$ cat src/rtl/core/esc_pkg.sv
// ----------------------------------------------------------------------------
// esc_pkg: epoch seconds to calendar shared definitions
// Sequencer states, calendar constants and the month length lookup.
// ----------------------------------------------------------------------------
package esc_pkg;

   localparam int SecondsWidth = 32;
   localparam int DaysWidth    = 16;
   localparam int SubWidth     = 17;
   localparam int RemWidth     = 6;
   localparam int ProdWidth    = 64;

   localparam logic [11:0] EPOCH_YEAR = 12'd1970;
   localparam logic [5:0]  SECS_PER_MIN  = 6'd60;
   localparam logic [5:0]  MINS_PER_HOUR = 6'd60;
   localparam logic [5:0]  HOURS_PER_DAY = 6'd24;
   localparam logic [5:0]  DAYS_PER_WEEK = 6'd7;
   localparam logic [15:0] WEEKDAY_OFFSET = 16'd4;

   localparam logic [8:0] DAYS_LEAP_YEAR   = 9'd366;
   localparam logic [8:0] DAYS_COMMON_YEAR = 9'd365;

   // Epoch year position inside the 4, 100 and 400 year cycles
   localparam logic [1:0] EPOCH_MOD4   = 2'd2;
   localparam logic [6:0] EPOCH_MOD100 = 7'd70;
   localparam logic [8:0] EPOCH_MOD400 = 9'd370;
   localparam logic [6:0] LAST_MOD100  = 7'd99;
   localparam logic [8:0] LAST_MOD400  = 9'd399;

   localparam logic [3:0] MONTH_JAN = 4'd0;
   localparam logic [3:0] MONTH_FEB = 4'd1;
   localparam logic [3:0] MONTH_DEC = 4'd11;

   // Reciprocals and shifts that give exact quotients over the operand ranges
   localparam logic [31:0] RECIP_60 = 32'h8888_8889;
   localparam int          SHIFT_60 = 37;
   localparam logic [31:0] RECIP_24 = 32'hAAAA_AAAB;
   localparam int          SHIFT_24 = 36;
   localparam logic [31:0] RECIP_7  = 32'h9249_2493;
   localparam int          SHIFT_7  = 34;

   typedef enum logic [3:0] {
      ST_IDLE,
      ST_DIV_SEC,
      ST_REM_SEC,
      ST_DIV_MIN,
      ST_REM_MIN,
      ST_DIV_HOUR,
      ST_REM_HOUR,
      ST_DIV_WDAY,
      ST_REM_WDAY,
      ST_YEAR,
      ST_MONTH,
      ST_FINISH
   } esc_state_type;

   function automatic logic [4:0] month_days(input logic [3:0] month, input logic leap);
      logic [4:0] len;
      case (month)
         4'd0:    len = 5'd31;
         4'd1:    len = leap ? 5'd29 : 5'd28;
         4'd2:    len = 5'd31;
         4'd3:    len = 5'd30;
         4'd4:    len = 5'd31;
         4'd5:    len = 5'd30;
         4'd6:    len = 5'd31;
         4'd7:    len = 5'd31;
         4'd8:    len = 5'd30;
         4'd9:    len = 5'd31;
         4'd10:   len = 5'd30;
         4'd11:   len = 5'd31;
         default: len = 5'd31;
      endcase
      return len;
   endfunction

endpackage

$ cat src/rtl/core/esc_ifs.sv
// ----------------------------------------------------------------------------
// esc_ifs: request and response channels
// Valid/ready channels carrying the epoch count in and the calendar fields out.
// ----------------------------------------------------------------------------
interface esc_req_if;
   logic        valid;
   logic        ready;
   logic [31:0] unix_seconds;

   modport source (output valid, output unix_seconds, input ready);
   modport sink   (input valid, input unix_seconds, output ready);
endinterface

interface esc_rsp_if;
   logic        valid;
   logic        ready;
   logic [11:0] year;
   logic [3:0]  month;
   logic [4:0]  day;
   logic [4:0]  hour;
   logic [5:0]  minute;
   logic [5:0]  second;
   logic [2:0]  weekday;

   modport source (output valid, output year, output month, output day, output hour,
                   output minute, output second, output weekday, input ready);
   modport sink   (input valid, input year, input month, input day, input hour,
                   input minute, input second, input weekday, output ready);
endinterface

$ cat src/rtl/core/epoch_seconds_to_calendar.sv
// ----------------------------------------------------------------------------
// epoch_seconds_to_calendar: Unix seconds to Gregorian date and time
// Converts a 32-bit UTC epoch count into year, month, day, hour, minute,
// second and weekday (Sunday is 1) with a shared multiplier and subtractor.
// ----------------------------------------------------------------------------
// One request is converted at a time; req_chan.ready is low while it runs.
// Each division by 60, 60, 24 and 7 takes a reciprocal multiply for the
// quotient, then a multiply back and subtract for the remainder. The year
// walk then steps once per whole year from 1970 (up to 136 years), the
// month walk once per whole month (up to 11 months), and a closing state
// loads the response; late December 2105 makes the longest walk. ready
// returns together with that load, so a new request can be taken once the
// response is loaded. A single 32x32 multiplier and a 17-bit compare-and-
// subtract unit do all the work, and the year walk takes the longest. The
// response sits in its own register, so a new request can be taken while
// the previous response still waits for rsp_chan.ready; a second finished
// conversion then holds, with ready low, until that response is taken.
module epoch_seconds_to_calendar
   import esc_pkg::*;
(
   input  logic          clock,
   input  logic          reset,
   esc_req_if.sink       req_chan,
   esc_rsp_if.source     rsp_chan
);

   esc_state_type state_ff, state_in;

   logic [SecondsWidth-1:0] work_ff, work_in;
   logic [SecondsWidth-1:0] quot_ff, quot_in;
   logic [DaysWidth-1:0]    days_ff, days_in;
   logic [11:0]             year_ff, year_in;
   logic [3:0]              mon_ff, mon_in;
   logic [5:0]              sec_ff, sec_in;
   logic [5:0]              min_ff, min_in;
   logic [4:0]              hour_ff, hour_in;
   logic [2:0]              wday_ff, wday_in;
   logic [1:0]              y4_ff, y4_in;
   logic [6:0]              y100_ff, y100_in;
   logic [8:0]              y400_ff, y400_in;

   logic        rsp_valid_ff, rsp_valid_in;
   logic [11:0] rsp_year_ff, rsp_year_in;
   logic [3:0]  rsp_month_ff, rsp_month_in;
   logic [4:0]  rsp_day_ff, rsp_day_in;
   logic [4:0]  rsp_hour_ff, rsp_hour_in;
   logic [5:0]  rsp_minute_ff, rsp_minute_in;
   logic [5:0]  rsp_second_ff, rsp_second_in;
   logic [2:0]  rsp_weekday_ff, rsp_weekday_in;

   logic [SubWidth-1:0]     sub_a, sub_b;
   logic [SubWidth:0]       sub_diff;
   logic                    sub_ge;
   logic [SecondsWidth-1:0] mul_a, mul_b;
   logic [ProdWidth-1:0]    mul_prod;
   logic                    leap;
   logic [8:0]              year_len;
   logic [DaysWidth-1:0]    wday_dividend;

   assign leap     = (y4_ff == 2'd0) && ((y100_ff != 7'd0) || (y400_ff == 9'd0));
   assign year_len = leap ? DAYS_LEAP_YEAR : DAYS_COMMON_YEAR;

   always_comb begin
      sub_a = '0;
      sub_b = '0;
      mul_a = '0;
      mul_b = '0;
      case (state_ff)
         ST_DIV_SEC: begin
            mul_a = work_ff;
            mul_b = RECIP_60;
         end
         ST_DIV_MIN: begin
            mul_a = work_ff;
            mul_b = RECIP_60;
         end
         ST_DIV_HOUR: begin
            mul_a = work_ff;
            mul_b = RECIP_24;
         end
         ST_DIV_WDAY: begin
            mul_a = work_ff;
            mul_b = RECIP_7;
         end
         ST_REM_SEC: begin
            mul_a = quot_ff;
            mul_b = {{(SecondsWidth-6){1'b0}}, SECS_PER_MIN};
            sub_a = {{(SubWidth-RemWidth){1'b0}}, work_ff[RemWidth-1:0]};
            sub_b = {{(SubWidth-RemWidth){1'b0}}, mul_prod[RemWidth-1:0]};
         end
         ST_REM_MIN: begin
            mul_a = quot_ff;
            mul_b = {{(SecondsWidth-6){1'b0}}, MINS_PER_HOUR};
            sub_a = {{(SubWidth-RemWidth){1'b0}}, work_ff[RemWidth-1:0]};
            sub_b = {{(SubWidth-RemWidth){1'b0}}, mul_prod[RemWidth-1:0]};
         end
         ST_REM_HOUR: begin
            mul_a = quot_ff;
            mul_b = {{(SecondsWidth-6){1'b0}}, HOURS_PER_DAY};
            sub_a = {{(SubWidth-RemWidth){1'b0}}, work_ff[RemWidth-1:0]};
            sub_b = {{(SubWidth-RemWidth){1'b0}}, mul_prod[RemWidth-1:0]};
         end
         ST_REM_WDAY: begin
            mul_a = quot_ff;
            mul_b = {{(SecondsWidth-6){1'b0}}, DAYS_PER_WEEK};
            sub_a = {{(SubWidth-RemWidth){1'b0}}, work_ff[RemWidth-1:0]};
            sub_b = {{(SubWidth-RemWidth){1'b0}}, mul_prod[RemWidth-1:0]};
         end
         ST_YEAR: begin
            sub_a = {1'b0, days_ff};
            sub_b = {{(SubWidth-9){1'b0}}, year_len};
         end
         ST_MONTH: begin
            sub_a = {1'b0, days_ff};
            sub_b = {{(SubWidth-5){1'b0}}, month_days(mon_ff, leap)};
         end
         default: begin
            sub_a = '0;
            sub_b = '0;
            mul_a = '0;
            mul_b = '0;
         end
      endcase
   end

   assign mul_prod = ProdWidth'(mul_a) * ProdWidth'(mul_b);
   assign sub_diff = {1'b0, sub_a} - {1'b0, sub_b};
   assign sub_ge   = !sub_diff[SubWidth];

   assign wday_dividend = quot_ff[DaysWidth-1:0] + WEEKDAY_OFFSET;

   always_comb begin
      state_in = state_ff;
      work_in  = work_ff;
      quot_in  = quot_ff;
      days_in  = days_ff;
      year_in  = year_ff;
      mon_in   = mon_ff;
      sec_in   = sec_ff;
      min_in   = min_ff;
      hour_in  = hour_ff;
      wday_in  = wday_ff;
      y4_in    = y4_ff;
      y100_in  = y100_ff;
      y400_in  = y400_ff;

      rsp_valid_in   = rsp_valid_ff && !rsp_chan.ready;
      rsp_year_in    = rsp_year_ff;
      rsp_month_in   = rsp_month_ff;
      rsp_day_in     = rsp_day_ff;
      rsp_hour_in    = rsp_hour_ff;
      rsp_minute_in  = rsp_minute_ff;
      rsp_second_in  = rsp_second_ff;
      rsp_weekday_in = rsp_weekday_ff;

      case (state_ff)
         ST_IDLE: begin
            if (req_chan.valid) begin
               work_in  = req_chan.unix_seconds;
               state_in = ST_DIV_SEC;
            end
         end
         ST_DIV_SEC: begin
            quot_in  = SecondsWidth'(mul_prod >> SHIFT_60);
            state_in = ST_REM_SEC;
         end
         ST_REM_SEC: begin
            sec_in   = sub_diff[RemWidth-1:0];
            work_in  = quot_ff;
            state_in = ST_DIV_MIN;
         end
         ST_DIV_MIN: begin
            quot_in  = SecondsWidth'(mul_prod >> SHIFT_60);
            state_in = ST_REM_MIN;
         end
         ST_REM_MIN: begin
            min_in   = sub_diff[RemWidth-1:0];
            work_in  = quot_ff;
            state_in = ST_DIV_HOUR;
         end
         ST_DIV_HOUR: begin
            quot_in  = SecondsWidth'(mul_prod >> SHIFT_24);
            state_in = ST_REM_HOUR;
         end
         ST_REM_HOUR: begin
            hour_in  = sub_diff[4:0];
            days_in  = quot_ff[DaysWidth-1:0];
            work_in  = {{(SecondsWidth-DaysWidth){1'b0}}, wday_dividend};
            state_in = ST_DIV_WDAY;
         end
         ST_DIV_WDAY: begin
            quot_in  = SecondsWidth'(mul_prod >> SHIFT_7);
            state_in = ST_REM_WDAY;
         end
         ST_REM_WDAY: begin
            wday_in  = sub_diff[2:0] + 3'd1;
            year_in  = EPOCH_YEAR;
            y4_in    = EPOCH_MOD4;
            y100_in  = EPOCH_MOD100;
            y400_in  = EPOCH_MOD400;
            state_in = ST_YEAR;
         end
         ST_YEAR: begin
            if (sub_ge) begin
               days_in = sub_diff[DaysWidth-1:0];
               year_in = year_ff + 12'd1;
               y4_in   = y4_ff + 2'd1;
               y100_in = (y100_ff == LAST_MOD100) ? 7'd0 : y100_ff + 7'd1;
               y400_in = (y400_ff == LAST_MOD400) ? 9'd0 : y400_ff + 9'd1;
            end else begin
               mon_in   = MONTH_JAN;
               state_in = ST_MONTH;
            end
         end
         ST_MONTH: begin
            if (sub_ge && (mon_ff != MONTH_DEC)) begin
               days_in = sub_diff[DaysWidth-1:0];
               mon_in  = mon_ff + 4'd1;
            end else begin
               state_in = ST_FINISH;
            end
         end
         ST_FINISH: begin
            if (!rsp_valid_ff || rsp_chan.ready) begin
               rsp_valid_in   = 1'b1;
               rsp_year_in    = year_ff;
               rsp_month_in   = mon_ff + 4'd1;
               rsp_day_in     = days_ff[4:0] + 5'd1;
               rsp_hour_in    = hour_ff;
               rsp_minute_in  = min_ff;
               rsp_second_in  = sec_ff;
               rsp_weekday_in = wday_ff;
               state_in       = ST_IDLE;
            end
         end
         default: begin
            state_in = ST_IDLE;
         end
      endcase
   end

   always_ff @(posedge clock) begin
      if (reset) begin
         state_ff     <= ST_IDLE;
         rsp_valid_ff <= 1'b0;
      end else begin
         state_ff     <= state_in;
         rsp_valid_ff <= rsp_valid_in;
      end
   end

   always_ff @(posedge clock) begin
      work_ff        <= work_in;
      quot_ff        <= quot_in;
      days_ff        <= days_in;
      year_ff        <= year_in;
      mon_ff         <= mon_in;
      sec_ff         <= sec_in;
      min_ff         <= min_in;
      hour_ff        <= hour_in;
      wday_ff        <= wday_in;
      y4_ff          <= y4_in;
      y100_ff        <= y100_in;
      y400_ff        <= y400_in;
      rsp_year_ff    <= rsp_year_in;
      rsp_month_ff   <= rsp_month_in;
      rsp_day_ff     <= rsp_day_in;
      rsp_hour_ff    <= rsp_hour_in;
      rsp_minute_ff  <= rsp_minute_in;
      rsp_second_ff  <= rsp_second_in;
      rsp_weekday_ff <= rsp_weekday_in;
   end

   assign req_chan.ready   = (state_ff == ST_IDLE);
   assign rsp_chan.valid   = rsp_valid_ff;
   assign rsp_chan.year    = rsp_year_ff;
   assign rsp_chan.month   = rsp_month_ff;
   assign rsp_chan.day     = rsp_day_ff;
   assign rsp_chan.hour    = rsp_hour_ff;
   assign rsp_chan.minute  = rsp_minute_ff;
   assign rsp_chan.second  = rsp_second_ff;
   assign rsp_chan.weekday = rsp_weekday_ff;

endmodule

$ cat src/flat_wrapper.sv
// flat-port wrapper written by rule: the top's interface ports become plain ports
module epoch_seconds_to_calendar_flat import esc_pkg::*;
  (clock, reset, req_chan_valid, req_chan_unix_seconds, req_chan_ready, rsp_chan_valid, rsp_chan_year, rsp_chan_month, rsp_chan_day, rsp_chan_hour, rsp_chan_minute, rsp_chan_second, rsp_chan_weekday, rsp_chan_ready);
  esc_req_if req_chan_i ();
  esc_rsp_if rsp_chan_i ();
  input  logic clock;
  input  logic reset;
  input wire logic [$bits(req_chan_i.valid)-1:0] req_chan_valid;
  input wire logic [$bits(req_chan_i.unix_seconds)-1:0] req_chan_unix_seconds;
  output wire logic [$bits(req_chan_i.ready)-1:0] req_chan_ready;
  output wire logic [$bits(rsp_chan_i.valid)-1:0] rsp_chan_valid;
  output wire logic [$bits(rsp_chan_i.year)-1:0] rsp_chan_year;
  output wire logic [$bits(rsp_chan_i.month)-1:0] rsp_chan_month;
  output wire logic [$bits(rsp_chan_i.day)-1:0] rsp_chan_day;
  output wire logic [$bits(rsp_chan_i.hour)-1:0] rsp_chan_hour;
  output wire logic [$bits(rsp_chan_i.minute)-1:0] rsp_chan_minute;
  output wire logic [$bits(rsp_chan_i.second)-1:0] rsp_chan_second;
  output wire logic [$bits(rsp_chan_i.weekday)-1:0] rsp_chan_weekday;
  input wire logic [$bits(rsp_chan_i.ready)-1:0] rsp_chan_ready;
  assign req_chan_i.valid = req_chan_valid;
  assign req_chan_i.unix_seconds = req_chan_unix_seconds;
  assign req_chan_ready = req_chan_i.ready;
  assign rsp_chan_valid = rsp_chan_i.valid;
  assign rsp_chan_year = rsp_chan_i.year;
  assign rsp_chan_month = rsp_chan_i.month;
  assign rsp_chan_day = rsp_chan_i.day;
  assign rsp_chan_hour = rsp_chan_i.hour;
  assign rsp_chan_minute = rsp_chan_i.minute;
  assign rsp_chan_second = rsp_chan_i.second;
  assign rsp_chan_weekday = rsp_chan_i.weekday;
  assign rsp_chan_i.ready = rsp_chan_ready;
  epoch_seconds_to_calendar u_core (.clock(clock), .reset(reset), .req_chan(req_chan_i), .rsp_chan(rsp_chan_i));
endmodule
$ cat config.mk
export PLATFORM = sky130hd
export DESIGN_NAME = epoch_seconds_to_calendar_flat
export DESIGN_NICKNAME = d
export VERILOG_FILES = /design/src/rtl/core/esc_pkg.sv /design/src/rtl/core/esc_ifs.sv /design/src/rtl/core/epoch_seconds_to_calendar.sv /design/src/flat_wrapper.sv
export SDC_FILE = /design/constraint.sdc
export NUM_CORES = 2
export LEC_CHECK = 0
export BUFFER_PORTS_ARGS = -buffer_cell sky130_fd_sc_hd__buf_4
export CAP_MARGIN = 0
export CORE_MARGIN = 1.5
export CORE_UTILIZATION = 45
export CTS_BUF_LIST = sky130_fd_sc_hd__clkbuf_4 sky130_fd_sc_hd__clkbuf_8
export DETAILED_ROUTE_END_ITERATION = 10
export PLACE_DENSITY = 0.63
export SYNTH_ARGS = -nofsm -noshare
export SYNTH_HDL_FRONTEND = slang
export SYNTH_SLANG_ARGS = --single-unit
$ cat constraint.sdc
create_clock -name clock -period 11.2 [get_ports clock]
set_input_delay 1.12 -clock clock [delete_from_list [all_inputs] [get_ports clock]]
set_output_delay 1.12 -clock clock [all_outputs]
set_load 0.005 [all_outputs]
# Word-level counts from Yosys, hierarchy flattened
# Index checks and enable logic that the tools add are counted.
# word_totals
ff_bits	180
out_inout_bits	43
word_cells	118
# op_classes
mul	1
muxes	33
n_addsub	9
eq_ne	25
reduce_logical	29
# op_table
cell	count
$pmux 32 s3	2
$pmux 32 s6	1
$mul 32x32->64	1
$pmux 32 s2	1
$pmux 16 s3	1
$pmux 4 s12	1
$mux 16	2
$mux 32	1
$pmux 16 s2	1
$pmux 9 s3	1
$eq 4x4->1 const B	6
$mux 4	6
$pmux 12 s2	1
$eq 4x3->1 const B	5
$mux 9	2
$pmux 9 s2	1
$sub 16x9->17	1
$add 16x3->16 const B	1
$mux 7	2
$pmux 7 s2	1
$add 12x1->12 const B	1
$eq 4x2->1 const B	3
$mux 12	1
$reduce_or 4->1	3
30 further kinds	51

# Longest topological paths before layout
# logic_depth
word_depth	11
ltp_mapped	35
ltp_nobuf	30

# Worst setup path before layout
# Ideal clock, no wire load.
# synth_timing
path_kind	reg-to-reg
from	register u_core.state_ff[3]
to	register u_core.quot_ff[26], data pin
setup_time_ns	0.275
setup_slack_ns	2.535
path_stages_with_launch	31
required_time_ns	10.925
t_arrival_ns	8.391
period_less_slack_ns	8.665
cell_sequence	dfxtp_1 -> clkbuf_1 -> nand2b_1 -> nor3_1 -> or2_2 -> clkbuf_1 -> nor2_1 -> clkbuf_1 -> clkbuf_1 -> nor2_1 -> fa_1 -> inv_1 -> fa_1 -> fa_1 -> fa_1 -> inv_1 -> fa_1 -> fa_1 -> fa_1 -> fa_1 -> ha_1 -> nand2_2 -> o31a_1 -> o21a_1 -> a211o_2 -> a21oi_2 -> o211a_1 -> a21oi_2 -> o41ai_2 -> xnor2_1 -> o221ai_1
# synth_via
elab_chain_cells	5
elab_cells_between_ends	16
cone_classes	mul (1); eq/ne (8); mux (3); reduce/logical (4)
# synth_lines
item	line_no	source
from (decl)	epoch_seconds_to_calendar.sv:27	esc_state_type state_ff, state_in;
from (signal assigned)	epoch_seconds_to_calendar.sv:247	state_ff <= state_in;
$eq 4x2->1 (tied with other cells)	epoch_seconds_to_calendar.sv:68	case (state_ff)
$reduce_or 2->1 (no line) or $reduce_or 4->1 (tied branches)	--	
$pmux 32 s6 or $pmux 32 s2 (tied branches)	epoch_seconds_to_calendar.sv:68	
$mul 32x32->64	epoch_seconds_to_calendar.sv:126	assign mul_prod = ProdWidth'(mul_a) * ProdWidth'(mul_b);
$pmux 32 s3 *	epoch_seconds_to_calendar.sv:156	case (state_ff)
named net u_core.quot_in[26]	epoch_seconds_to_calendar.sv:30	logic [SecondsWidth-1:0] quot_ff, quot_in;
to (signal assigned)	epoch_seconds_to_calendar.sv:254	quot_ff <= quot_in;
to (decl)	epoch_seconds_to_calendar.sv:30	
# Mark *: on every way through the listed nets, which the timed path passes. The rest lies on a longest branch. The select of a mux whose other input is x is not followed.
# A chain may end at the register's enable or synchronous reset.

# Worst setup path in the final report
# layout_timing
from	register u_core.state_ff[2]
to	register u_core.quot_ff[14], data pin
# Same word-level chain as after synthesis.

==> tab_implementation.tex <==
\begin{tabular}{lr}
\hline
Metric & Value \\
\hline
\multicolumn{2}{l}{\textbf{Run status}} \\
Run status & finished, final reports clean \\
\multicolumn{2}{l}{\textbf{Drt}} \\
Number of search-and-repair iterations in the first detailed-routing pass & 7 \\
DRT antenna net count & 0 \\
Drt first-iter violations & 2236 \\
Routed metal-1 wire length & about 42000 um \\
Final routed DRC violation total & 0 \\
Detail Route met3 WL & roughly 6700 um \\
Final WL & between 100000 and 150000 um \\
Top Metal Used & met4 \\
Detailed-route via count & around 24000 \\
Post-detailed-route wirelength per cell & about 23 um \\
Met2 wire length & approximately 47000 um \\
Vias per cell & approximately 5.5 \\
\multicolumn{2}{l}{\textbf{Finish}} \\
Share of post-route cells with drive strength above 1 & approximately 6.6\% \\
Number of cells in the finished layout apart from fillers & around 4400 \\
Fillers & 6833 \\
Multi-input gate area & roughly 25000 um2 \\
Leading cell type in the layout, fill and taps excluded & inv\_1 \\
Most frequent cells in the layout & 694 x inv\_1, 567 x fa\_1, 427 x ha\_1 \\
Post-layout nets & about 4500 \\
Sequential cell area & around 5300 um2 \\
Area growth from synthesis to layout & 7.56\% \\
\multicolumn{2}{l}{\textbf{Timing}} \\
Shortest period the worst path allows & between 10000 and 15000 ps \\
Transition time of the tightest slew-check pin & about 1400 ps \\
Worst-case headroom to the max-slew limit & 7.59\% \\
Largest clock skew in the final design & 11.9 ps \\
Tcrit/Tclk final & approximately 92\% \\
RSZ-0062 raised after global routing & no \\
Post-route setup TNS & 0 ps \\
Maximum clock frequency & between 90 and 100 MHz \\
Number of hold violations in the final report & 0 \\
Final setup violation count & 0 \\
Fin. max-slew vios & 0 \\
\multicolumn{2}{l}{\textbf{Synth}} \\
Most used DFF post-synth & edfxtp\_1 \\
Sequential area share after synthesis & $\sim$16\% \\
Summed instance area of the synthesized netlist & between 30000 and 40000 um2 \\
Post-Synth Simple-Gate Area & a little under an eighth \\
Share of the synthesized netlist area taken by xor and xnor gates & approximately 3.2\% \\
Number of flops mapped to enable cells by yosys & 173 \\
Yosys warnings & 0 \\
\#FFs+latches synth & approximately 180 \\
Post-synthesis adder-cell area fraction & between 50\% and 60\% \\
FFs w/ async S/R, synth & 0\% \\
Post-synthesis cell type count & 74 \\
Post-Syn Instances & about 3400 \\
Multiplexer share of the synthesized area & 0.433\% \\
Synthesized area per cell & just under 10 um2 \\
Compound-gate portion of the synthesized area & under 10\% \\
Combinational family with the most area after synthesis & adder cells \\
\multicolumn{2}{l}{\textbf{GRT}} \\
Overflow after GRT & 0 \\
Global-route usage over all layers & between 20 and 30\% \\
Number of antenna violations at the first check in global routing & 0 \\
Maximum number of pins on one net before global-route repair & 51 \\
Via count of the first global-routing pass & between 20000 and 25000 \\
Global-route wire length before repair & roughly 150000 um \\
\multicolumn{2}{l}{\textbf{Setup path}} \\
Signal arrival time at the worst endpoint & $\sim$11000 ps \\
Library cell appearing most often on the critical path & fa\_1 \\
Startpoint type of the worst setup path & flop \\
Worst setup path class & reg -> reg \\
CP Max Fanout & 23 \\
Kind of end point of the critical path & flop \\
Delay of the slowest critical-path stage & 630 ps \\
Slowest library cell on the worst path & fa\_1 \\
Required arrival time at the worst endpoint & approximately 11000 ps \\
\multicolumn{2}{l}{\textbf{CTS}} \\
TritonCTS clock tree & built \\
Post-cts repair resize count & 0 \\
Clock insertion delay at the later pin of the skew report & approximately 500 ps \\
Buffer depth of the longest clock path & 2 \\
Post-CTS Hold Fix Bufs & 0 \\
Clock-pin slew reported for the worst setup and hold paths after clock tree synthesis & around 110 ps \\
Post-CTS Setup Bufs & 0 \\
Total CTS buffers & 17 \\
Clock root cell & clkbuf\_8 \\
Sink Count & approximately 180 \\
H-tree depth & 4 \\
\multicolumn{2}{l}{\textbf{Die}} \\
Die boundary width & about 270 um \\
Number of standard-cell rows in the floorplan & 98 \\
Area enclosed by the die boundary & approximately 74000 um2 \\
Die Y-Extent & approximately 270 um \\
Placeable core region & around 72000 um2 \\
Top-Level Pins & 79 \\
Initial core utilization & between 40\% and 50\% \\
\multicolumn{2}{l}{\textbf{Flow run}} \\
\# Max-Cap Violations & 0 \\
\multicolumn{2}{l}{\textbf{Placement}} \\
RePlAce Congestion & 1.00 \\
Half-perimeter wire length after detailed placement & about 87000 um \\
Cell Count Post-Placement & 4385 \\
Input/output buffers & 78 \\
\multicolumn{2}{l}{\textbf{Worst hold path}} \\
Kind of path behind the tightest hold check & reg -> reg \\
\hline
\end{tabular}
==> registers in the layout, summed over array words and instances (netlist names) <==
register	count
u_core.rsp_chan.month	4
u_core.rsp_chan.year	12
u_core.rsp_chan.weekday	3
u_core.y400_ff	9
u_core.rsp_chan.day	5
u_core.mon_ff	4
u_core.hour_ff	5
u_core.days_ff	16
u_core.state_ff	4
u_core.sec_ff	6
u_core.quot_ff	30
u_core.min_ff	6
u_core.rsp_chan.second	6
u_core.wday_ff	3
u_core.y100_ff	7
u_core.work_ff	32
u_core.y4_ff	2
u_core.rsp_chan.valid	1
u_core.rsp_chan.minute	6
u_core.rsp_chan.hour	5
u_core.year_ff	12
==> final timing paths <==
kind / start / endpoint / slack [ps] / depth (start not counted)
setup / recovery: u_core.state_ff[2]$_SDFFE_PP0P_ / u_core.quot_ff[14]$_DFFE_PP_ / 880 / 29
hold / removal: u_core.wday_ff[2]$_DFFE_PP_ / u_core.rsp_chan.weekday[2]$_DFFE_PP_ / 420 / 0
setup reg to reg: u_core.state_ff[2]$_SDFFE_PP0P_ / u_core.quot_ff[14]$_DFFE_PP_ / 880 / 29
hold reg to reg: u_core.wday_ff[2]$_DFFE_PP_ / u_core.rsp_chan.weekday[2]$_DFFE_PP_ / 420 / 0
==> per-stage QoR <==
stage	hold WS [ps]	utilization (%)	area [um2]	worst slack, ps
floorplan	400	-	32900	2530
global placement	401	48.4	34700	1260
detailed placement	405	48.4	34700	1160
CTS	422	49.0	35100	1140
global route	432	49.0	35100	463
finish	420	49.0	35100	878
==> Yosys cell counts, types with 51 or more instances <==
| cell type | n | area, um2 |
|---|---|---|
| nor2_1 | 334 | 1250 |
| a21oi_1 | 144 | 721 |
| o21ai_0 | 69 | 345 |
| inv_1 | 694 | 2610 |
| nand3_1 | 54 | 270 |
| nand2_1 | 203 | 762 |
| a21o_1 | 67 | 503 |
| edfxtp_1 | 173 | 5190 |
| xor2_1 | 68 | 596 |
| clkbuf_1 | 95 | 357 |
| ha_1 | 427 | 5340 |
| xnor2_1 | 51 | 447 |
| fa_1 | 567 | 11400 |
==> cell type report <==
type	instances	share of cell area (%)
Antenna cell	1	0.00712
Clock buffer	18	0.687
Clock inverter	14	0.474
Inverter	694	7.41
Multi-Input combinational cell	2426	70.0
Sequential cell	178	15.1
Tap cell	950	3.38
Timing Repair Buffer	137	2.96
==> kinds of logic after synthesis <==
kind of cell,after synthesis
flip-flops,178
buffers and inverters,805
AND/OR/NAND/NOR,815
XOR/XNOR,119
adder cells (fa/ha/maj),994
AO/OA/AOI/OAI,430
multiplexers,13
other,2
==> worst max-delay path, delay by kind of cell (launching register included) <==
| family | cells | cell delay (ps) |
|---|---|---|
| xor+xnor | 1 | 290 |
| flops | 1 | 570 |
| simple gates | 8 | 2340 |
| compound gates | 5 | 1410 |
| buf+inv | 6 | 900 |
| fa+ha+maj | 9 | 4460 |
==> per-layer routing <==
metal  up-vias  track usage (%)
met5         -                0
met4         0             12.6
met3       182             3.57
met2      1010             44.7
met1     12100             37.2
li1      10900                -
Power is left out: the tool's default activity adds up to more than one toggle a clock period on the data nets, which glitch-free logic cannot reach.
